### config.mk
export PLATFORM = sky130hd
export DESIGN_NAME = pgf_sqrt_cell
export DESIGN_NICKNAME = d
export VERILOG_FILES = /design/src/hw/rtl/pgf_sqrt_cell.sv
export SDC_FILE = /design/constraint.sdc
export NUM_CORES = 1
export LEC_CHECK = 0
export BUFFER_PORTS_ARGS = -buffer_cell sky130_fd_sc_hd__buf_2
export CORE_ASPECT_RATIO = 1.75
export CORE_MARGIN = 2
export CORE_UTILIZATION = 40
export DETAILED_ROUTE_END_ITERATION = 6
export PLACE_DENSITY = 0.65
export SYNTH_ARGS = -nofsm -noshare
export SYNTH_HDL_FRONTEND = slang
export SYNTH_SLANG_ARGS = --single-unit
### constraint.sdc
create_clock -name aclk -period 3.1 [get_ports aclk]
set_input_delay 0.155 -clock aclk [delete_from_list [all_inputs] [get_ports aclk]]
set_output_delay 0.155 -clock aclk [all_outputs]
set_load 0.005 [all_outputs]
### src/hw/rtl/pgf_sqrt_cell.sv
// ----------------------------------------------------------------------------
// pgf_sqrt_cell: one bit of a digit-by-digit integer square root
// Tries one root bit against the remaining radicand and hands on the result.
// ----------------------------------------------------------------------------
`timescale 1ns / 1ps

module pgf_sqrt_cell #(
    parameter int WR  = 97,
    parameter int WQ  = 50,
    parameter int BIT = 0,
    parameter int WS  = 1
) (
    input  logic          aclk,
    input  logic          aresetn,
    input  logic          en,
    input  logic          i_vld,
    input  logic [WR-1:0] i_rem,
    input  logic [WQ-1:0] i_root,
    input  logic [WS-1:0] i_side,
    output logic          o_vld,
    output logic [WR-1:0] o_rem,
    output logic [WQ-1:0] o_root,
    output logic [WS-1:0] o_side
);
    localparam int WC = (2 * WQ > WR) ? 2 * WQ : WR;

    logic [WC-1:0] trial;
    logic [WC-1:0] rem_ext;
    logic          take;
    logic          vld_reg;
    logic [WR-1:0] rem_reg,  rem_next;
    logic [WQ-1:0] root_reg, root_next;
    logic [WS-1:0] side_reg;

    // (root + 2^b)^2 - root^2
    assign trial   = (WC'(i_root) << (BIT + 1)) | (WC'(1) << (2 * BIT));
    assign rem_ext = WC'(i_rem);
    assign take    = (rem_ext >= trial);

    always_comb begin
        rem_next  = i_rem;
        root_next = i_root;
        if (take) begin
            rem_next  = i_rem - trial[WR-1:0];
            root_next = i_root | (WQ'(1) << BIT);
        end
    end

    always_ff @(posedge aclk) begin
        if (!aresetn) begin
            vld_reg <= 1'b0;
        end else if (en) begin
            vld_reg <= i_vld;
        end
    end

    always_ff @(posedge aclk) begin
        if (en) begin
            rem_reg  <= rem_next;
            root_reg <= root_next;
            side_reg <= i_side;
        end
    end

    assign o_vld  = vld_reg;
    assign o_rem  = rem_reg;
    assign o_root = root_reg;
    assign o_side = side_reg;

endmodule

==> qor_table.md, run 1 <==
| Parameter | Reported |
| --- | --- |
| Inserted Clock Buffers | 17 |
| Startpoint-to-endpoint class of the critical path | in -> reg |
| Max cap viols | 0 |
| Layout overhead on the synthesized area | 41.9% |
| Post-CTS clock slew at the launch and capture registers of the worst setup and hold paths | 0.06 ns |
| Worst Path Max Fanout | 8 |
| Layout net count | 1,646 |
| Power per unit of standard cell area | 455 nW/um2 |
| Remaining Overflow, GRT | 0 |
| Wire length of the first global-routing pass | 47.8 mm |
| Proportion of register bits with asynchronous set or reset after synthesis | 0% |
| Fraction of final layout cells sized beyond drive strength 1 | 35.7% |
| Via count of the first global-routing pass | 9,505 |
| Class of the most critical hold timing path | in -> reg |
| Tightest Pin Transition | 0.808 ns |
| Final setup violation count | 0 |
| Footprint of the multi-input gates | 4820 um2 |
| Count of standard-cell rows | 75 |
| Overall global routing resource usage | 25.0% |
| Worst vdd ir | 0.389 mV |
| Commonest non-fill, non-tap cell in the layout | sky130_fd_sc_hd__buf_2 |
| CTS Sinks | 149 |
| Worst slew slack as a fraction of its limit | 46.1% |
| Sequential Area | 4460 um2 |
| End-of-flow core utilization | 57.4% |
| Leakage | 5.84 nW |
| Fraction of post-synthesis cell area in the top cell type by area | 46.3% |
| Endpoint class of the critical path | register |
| Worst-Skew Late Latency | 0.44 ns |
| Final cycle utilization of the critical path | 96.3% |
| Final Hold Violating Endpoints | 0 |
| Arrival time of the worst setup path | 3.18 ns |
| Slew Limit Fails | 0 |
| Sequential share of the synthesized area | 46.5% |
| Number of remaining DRC errors | 0 |
| Area of the mapped netlist | 9600 um2 |
| Synth Net Count | 1,170 |
| CTS tree | done |
| CP required | 3.29 ns |
| Post-synth EDFFs | 148 |
| Horiz. Die Dim | 121 um |
| Largest clock skew in the final design | 0 ns |
| Most frequent cells in the layout | sky130_fd_sc_hd__buf_2, sky130_fd_sc_hd__edfxtp_1, sky130_fd_sc_hd__buf_4 |
| Number of cells traversed by the worst register-to-register path | 3 |
| Port Buf Inserts | 300 |
| YS warnings | 0 |
| Initial antenna violation count | 2 |
| Clock Root Buffer | sky130_fd_sc_hd__clkbuf_16 |
| Hold Path Cell Cnt | 2 |
| Post-synthesis cell count | 966 |
| Number of vias in the routed layout | 9,241 |
| Effective utilization at floorplan | 40.4% |
| DRC violation total after the first TritonRoute iteration | 449 |
| Average cell area after synthesis | 9.93 um2 |
| Start point of the worst hold path | i_rem[95] |
| Number of synthesized register bits | 149 |
| Die span in y | 209 um |
| Post-synthesis cell type with the largest combined area | sky130_fd_sc_hd__edfxtp_1 |
| Area of the die | 25,300 um2 |
| Routed length per instance | 18.1 um |
| HPWL reported at the end of detailed placement | 24.8 mm |
| Main area contributors after synthesis | sky130_fd_sc_hd__edfxtp_1, sky130_fd_sc_hd__ha_1, sky130_fd_sc_hd__a21oi_1, sky130_fd_sc_hd__xor2_1, sky130_fd_sc_hd__nor2_1 |
| Filler cells | 2,157 |
| Launch point of the worst reg-to-reg path | o_vld$_SDFFE_PN0P_ |
| Total wire length | 31.9 mm |
| Number of H-tree branching levels | 4 |
| Routability-driven placement congestion ratio | 0.936 |
| Final-layout worst hold slack | 0.0286 ns |
| Area of the core | 23,700 um2 |
| Register-to-Register Setup Slack | 1.94 ns |
| Result of the run | finished clean |
| Peak clock frequency supported by timing | 0.335 GHz |
| Count of different cell masters after synthesis | 75 |
| Number of nets with antenna violations after detailed routing | 0 |
| IO Pins | 301 |
| Worst-case hold path end point | o_rem[95]$_DFFE_PP_ |
| Pin count of the biggest net entering global routing | 150 |
| Via/cell ratio | 5.24 |
| Reg-to-reg endpoint | o_vld$_SDFFE_PN0P_ |
| Final design area excluding fillers | 13,600 um2 |
| Number of search-and-repair iterations in the first detailed-routing pass | 5 |
| Max Buffers Root-to-Sink | 2 |
| Period minus WS final | 2.99 ns |
| Post-synth top flop | sky130_fd_sc_hd__edfxtp_1 |
| Post-place instance area | 12,400 um2 |
| Worst Setup Start Kind | input port |
-- cell usage after synthesis, types with 7 or more instances --
cell	instances
sky130_fd_sc_hd__nor4_1	11
sky130_fd_sc_hd__xnor2_1	42
sky130_fd_sc_hd__o21ai_1	8
sky130_fd_sc_hd__or4_1	8
sky130_fd_sc_hd__ha_1	51
sky130_fd_sc_hd__o21bai_1	10
sky130_fd_sc_hd__or3_1	13
sky130_fd_sc_hd__o21ai_0	41
sky130_fd_sc_hd__o21a_1	8
sky130_fd_sc_hd__nand4_1	24
sky130_fd_sc_hd__xor2_1	50
sky130_fd_sc_hd__nand2_1	74
sky130_fd_sc_hd__clkbuf_1	12
sky130_fd_sc_hd__nor2_1	106
sky130_fd_sc_hd__a21o_1	10
sky130_fd_sc_hd__buf_2	18
sky130_fd_sc_hd__inv_1	68
sky130_fd_sc_hd__nand2b_1	7
sky130_fd_sc_hd__nor3_1	28
sky130_fd_sc_hd__a21oi_1	114
sky130_fd_sc_hd__edfxtp_1	148
sky130_fd_sc_hd__nand3_1	21
-- worst max-delay path by stage --
stage / from / end / slack [ns] / depth (start not counted)
after floorplan: i_root[15] / o_rem[73]$_DFFE_PP_ / 0.22 / 12
after global placement: i_rem[1] / o_rem[58]$_DFFE_PP_ / -0.34 / 14
after CTS: i_root[39] / o_rem[86]$_DFFE_PP_ / 0.02 / 13
after detailed placement: i_rem[1] / o_rem[50]$_DFFE_PP_ / -0.34 / 15
after global routing: i_root[36] / o_rem[96]$_DFFE_PP_ / -0.04 / 13
final: i_root[40] / o_rem[96]$_DFFE_PP_ / 0.11 / 13
-- repair_timing --
action	CTS	global route
hold buffers	56	0
setup endpoints to repair	0	33
endpoints found under the hold margin	55	0
resized for setup	0	21
setup buffers	0	2
-- registers in the layout, summed over array words and instances (netlist names) --
register / cells
o_side: 1
o_rem: 97
o_vld: 1
o_root: 50
-- routing by layer --
metal  GRT usage (%)  vias to the layer above  share of wire [%]
met5               0                        -                  0
met4            15.7                        0                5.8
met3            5.24                      102                4.7
met2            48.7                      341                 57
met1            22.5                     4319                 33
li1                -                     4479                  -
-- critical path, cell delays in order --
cell                            delay [ns]
sky130_fd_sc_hd__dlygate4sd3_1        0.52
sky130_fd_sc_hd__buf_2                0.12
sky130_fd_sc_hd__inv_1                0.07
sky130_fd_sc_hd__ha_4                 0.31
sky130_fd_sc_hd__inv_1                0.08
sky130_fd_sc_hd__nor3_4               0.20
sky130_fd_sc_hd__nand2_2              0.10
sky130_fd_sc_hd__nor2_2               0.17
sky130_fd_sc_hd__nand2_2              0.10
sky130_fd_sc_hd__o31a_4               0.44
sky130_fd_sc_hd__a2111o_2             0.59
sky130_fd_sc_hd__nor3_2               0.22
sky130_fd_sc_hd__xor2_1               0.09
-- per-stage QoR --
step	setup slack (ns)	total power, W	TNS [ns]	std cells
floorplan	0.225	0.00331	0	966
global placement	-0.338	0.00411	-4.73	1672
finish	0.114	0.00620	0	1764
detailed placement	-0.338	0.00412	-5.11	1672
CTS	0.0180	0.00622	0	1759
global route	-0.0357	0.00648	-0.0691	1764
-- final cells by class --
cell class                      instances  area share (%)
Clock buffer                           17            3.12
Tap cell                              308            2.83
Timing Repair Buffer                  490            22.9
Clock inverter                         14            1.01
Inverter                               69            1.90
Antenna cell                            2          0.0368
Multi-Input combinational cell        715            35.4
Sequential cell                       149            32.8
-- kinds of logic (layout without fill, tap and decap cells) --
family	after synthesis	after routing	share of synthesized area, %
simple gates	329	329	17.7
compound gates	235	236	15.4
flops	149	149	46.5
buf+inv	103	590	4.51
xor+xnor	92	92	8.40
fa+ha+maj	52	52	6.86
mux	6	6	0.678
other cells	0	2	0
-- where the power goes --
group	internal (W)	switching [W]
combinational	0.000762	0.000861
sequential	0.00249	0.0000543
clock	0.00117	0.000857
No activity file was read; power rests on OpenSTA's default activity.
==> run 2: changes to the inputs <==
--- a/config.mk
+++ b/config.mk
@@ -10,6 +10,7 @@
 export CORE_MARGIN = 2
 export CORE_UTILIZATION = 40
 export DETAILED_ROUTE_END_ITERATION = 6
+export MAX_ROUTING_LAYER = met4
 export PLACE_DENSITY = 0.65
 export SYNTH_ARGS = -nofsm -noshare
 export SYNTH_HDL_FRONTEND = slang
==> run 2 against run 1 <==
Compared with the run above: sequential cell count is the same; via count grew 0.30%; worst hold slack worse by 0.0035 ns; first-iteration DRC count is 9.4% lower; maximum frequency decreased by 3.1%; register-to-register slack improved by 0.02 ns; critical path depth did not move; global-route usage up 1.1 points; cell count hardly changed; sequential share of layout area up 0.22 points; non-clock buffer count unchanged; clock skew stayed put; critical path type unchanged.
==> qor_table.md, run 2 (synthesis results as in run 1) <==
| Parameter | Reported | vs previous |
| --- | --- | --- |
| Die span in y | 209 um | unchanged |
| Initial antenna violation count | 3 | +1 |
| Max cap viols | 0 | unchanged |
| Unrepaired setup endpoints after global routing | no |  |
| CTS Sinks | 149 | unchanged |
| Leakage | 5.85 nW | +0.25% |
| Result of the run | finished clean |  |
| Worst vdd ir | 0.307 mV | -21% |
| Cell at the slowest stage of the critical path | sky130_fd_sc_hd__dlygate4sd3_1 |  |
| Commonest non-fill, non-tap cell in the layout | sky130_fd_sc_hd__buf_2 |  |
| Number of H-tree branching levels | 4 | unchanged |
| Class of the most critical hold timing path | in -> reg |  |
| Most frequent cells in the layout | sky130_fd_sc_hd__buf_2, sky130_fd_sc_hd__edfxtp_1, sky130_fd_sc_hd__buf_4 |  |
| Cell breakdown of the critical path | dlygate4sd3_1 > buf_2 > or3_1 > or4_4 > nor3_2 > nand3_1 > a221oi_4 > o31a_4 > buf_4 > a211oi_4 > buf_4 > buf_4 > xor2_1 |  |
| Horiz. Die Dim | 121 um | unchanged |
| Port Buf Inserts | 300 | unchanged |
| Endpoint class of the critical path | register |  |
| Number of search-and-repair iterations in the first detailed-routing pass | 5 | unchanged |
| Number of flip-flops in the largest register | 97 | unchanged |
| IO Pins | 301 | unchanged |
| Delay of the slowest cell on the worst path | 0.53 ns | -0.06 ns |
| CTS tree | done |  |
| Largest clock skew in the final design | 0 ns | unchanged |
| Startpoint-to-endpoint class of the critical path | in -> reg |  |
| Total wire length | 31.8 mm | -0.37% |
| Power per unit of standard cell area | 462 nW/um2 | +1.5% |
| Post-place instance area | 12,400 um2 | about the same |
| Fraction of final layout cells sized beyond drive strength 1 | 34.7% | -0.96 points |
| Via/cell ratio | 5.25 | +0.25% |
| Remaining Overflow, GRT | 0 | unchanged |
| Arrival time of the worst setup path | 3.29 ns | +0.11 ns |
| Tightest Pin Transition | 0.816 ns | +0.00770 ns |
| Number of vias in the routed layout | 9,269 | +0.30% |
| Routed length per instance | 18.0 um | -0.42% |
| Routability-driven placement congestion ratio | 0.956 | +2.2% |
| Final design area excluding fillers | 13,500 um2 | -0.65% |
| Crit path top cell by count | sky130_fd_sc_hd__buf_4 |  |
| Effective utilization at floorplan | 40.4% | unchanged |
| Final setup violation count | 0 | unchanged |
| Sum of negative setup slack | 0 ns | unchanged |
| Worst Setup Start Kind | input port |  |
| Worst Path Max Fanout | 5 | -3 |
| HPWL reported at the end of detailed placement | 25.1 mm | +0.94% |
| Number of remaining DRC errors | 0 | unchanged |
| Period minus WS final | 3.08 ns | +0.0967 ns |
| Pin count of the biggest net entering global routing | 150 | unchanged |
| Total buffers and inverters traversed by the critical path | 5 | +1 |
| Clock Root Buffer | sky130_fd_sc_hd__clkbuf_16 |  |
| Count of standard-cell rows | 75 | unchanged |
| Worst slew slack as a fraction of its limit | 45.6% | -0.51 points |
| Number of nets with antenna violations after detailed routing | 0 | unchanged |
| Wire length of the first global-routing pass | 48.7 mm | +1.9% |
| Layout net count | 1,645 | -0.061% |
| Post-CTS clock slew at the launch and capture registers of the worst setup and hold paths | 0.07 ns | about the same |
| Delay-heaviest family, CP | simple AND/OR/NAND/NOR gates |  |
| Layout overhead on the synthesized area | 41.0% |  |
| Area of the die | 25,300 um2 | unchanged |
| Peak clock frequency supported by timing | 0.324 GHz | -3.1% |
| DRC violation total after the first TritonRoute iteration | 407 | -9.4% |
| Inserted Clock Buffers | 17 | unchanged |
| Overall global routing resource usage | 26.1% | +1.1 points |
| CP required | 3.31 ns | +0.02 ns |
| Via count of the first global-routing pass | 9,722 | +2.3% |
| Max Buffers Root-to-Sink | 2 | unchanged |
| Final cycle utilization of the critical path | 99.5% | +3.1 points |
| Slew Limit Fails | 0 | unchanged |
| Area of the core | 23,700 um2 | unchanged |
| Worst-Skew Late Latency | 0.45 ns | about the same |
| Filler cells | 2,142 | -0.70% |
| Final Hold Violating Endpoints | 0 | unchanged |
==> run 2: repair_timing <==
action                                  CTS  global route
endpoints found under the hold margin    55             0
resized for setup                         0             1
setup buffers                             0             1
endpoints found under the setup margin    0             9
hold buffers                             56             0
==> run 2: where the power goes <==
group / leakage, nW / switching, W / internal (W)
logic: 4.11 / 0.000857 / 0.000755
clock network: 0.282 / 0.000898 / 0.00119
registers: 1.46 / 0.0000534 / 0.00249
total: 5.85 / 0.00181 / 0.00444
==> run 2: layer usage <==
| metal | share of wire [%] | routed length (um) | GRT usage, % |
|---|---|---|---|
| met3 | 4.8 | 1520 | 4.99 |
| met2 | 57 | 18200 | 49.7 |
| met1 | 32 | 10200 | 22.5 |
| met4 | 5.6 | 1790 | 16.8 |
| met5 | 0 | 0 | - |
==> run 2: layout make-up <==
type / instances / area (um2) / area share [%]
inverters: 69 / 259 / 1.91
multi-input cells: 714 / 4700 / 34.8
repair buffers: 490 / 3120 / 23.1
flip-flops and latches: 149 / 4460 / 33.0
well taps: 308 / 385 / 2.85
diodes: 3 / 7.51 / 0.0555
clock inverters: 14 / 155 / 1.15
clock buffers: 18 / 429 / 3.17
==> run 2: path summary, 6_finish.rpt <==
check                     startpoint                   to  slack, ns  cells after the start
setup / recovery           i_rem[93]  o_rem[63]$_DFFE_PP_       0.02                     13
hold / removal             i_rem[60]  o_rem[60]$_DFFE_PP_       0.03                      2
setup reg to reg  o_vld$_SDFFE_PN0P_   o_vld$_SDFFE_PN0P_       1.96                      3
hold reg to reg   o_vld$_SDFFE_PN0P_   o_vld$_SDFFE_PN0P_       1.06                      3
==> run 2: per-stage QoR <==
stage	worst slack (ns)	std cells	util, %	total power [W]	hold WS (ns)
6_report	0.0169	1765	57.0	0.00625	0.0251
5_1_grt	0.000728	1765	57.0	0.00651	0.0208
4_1_cts	0.0166	1761	56.9	0.00628	0.00216
3_5_place_dp	-0.349	1673	52.1	0.00413	0.340
3_3_place_gp	-0.369	1673	52.1	0.00412	0.337
2_1_floorplan	0.225	966	-	0.00331	0.254
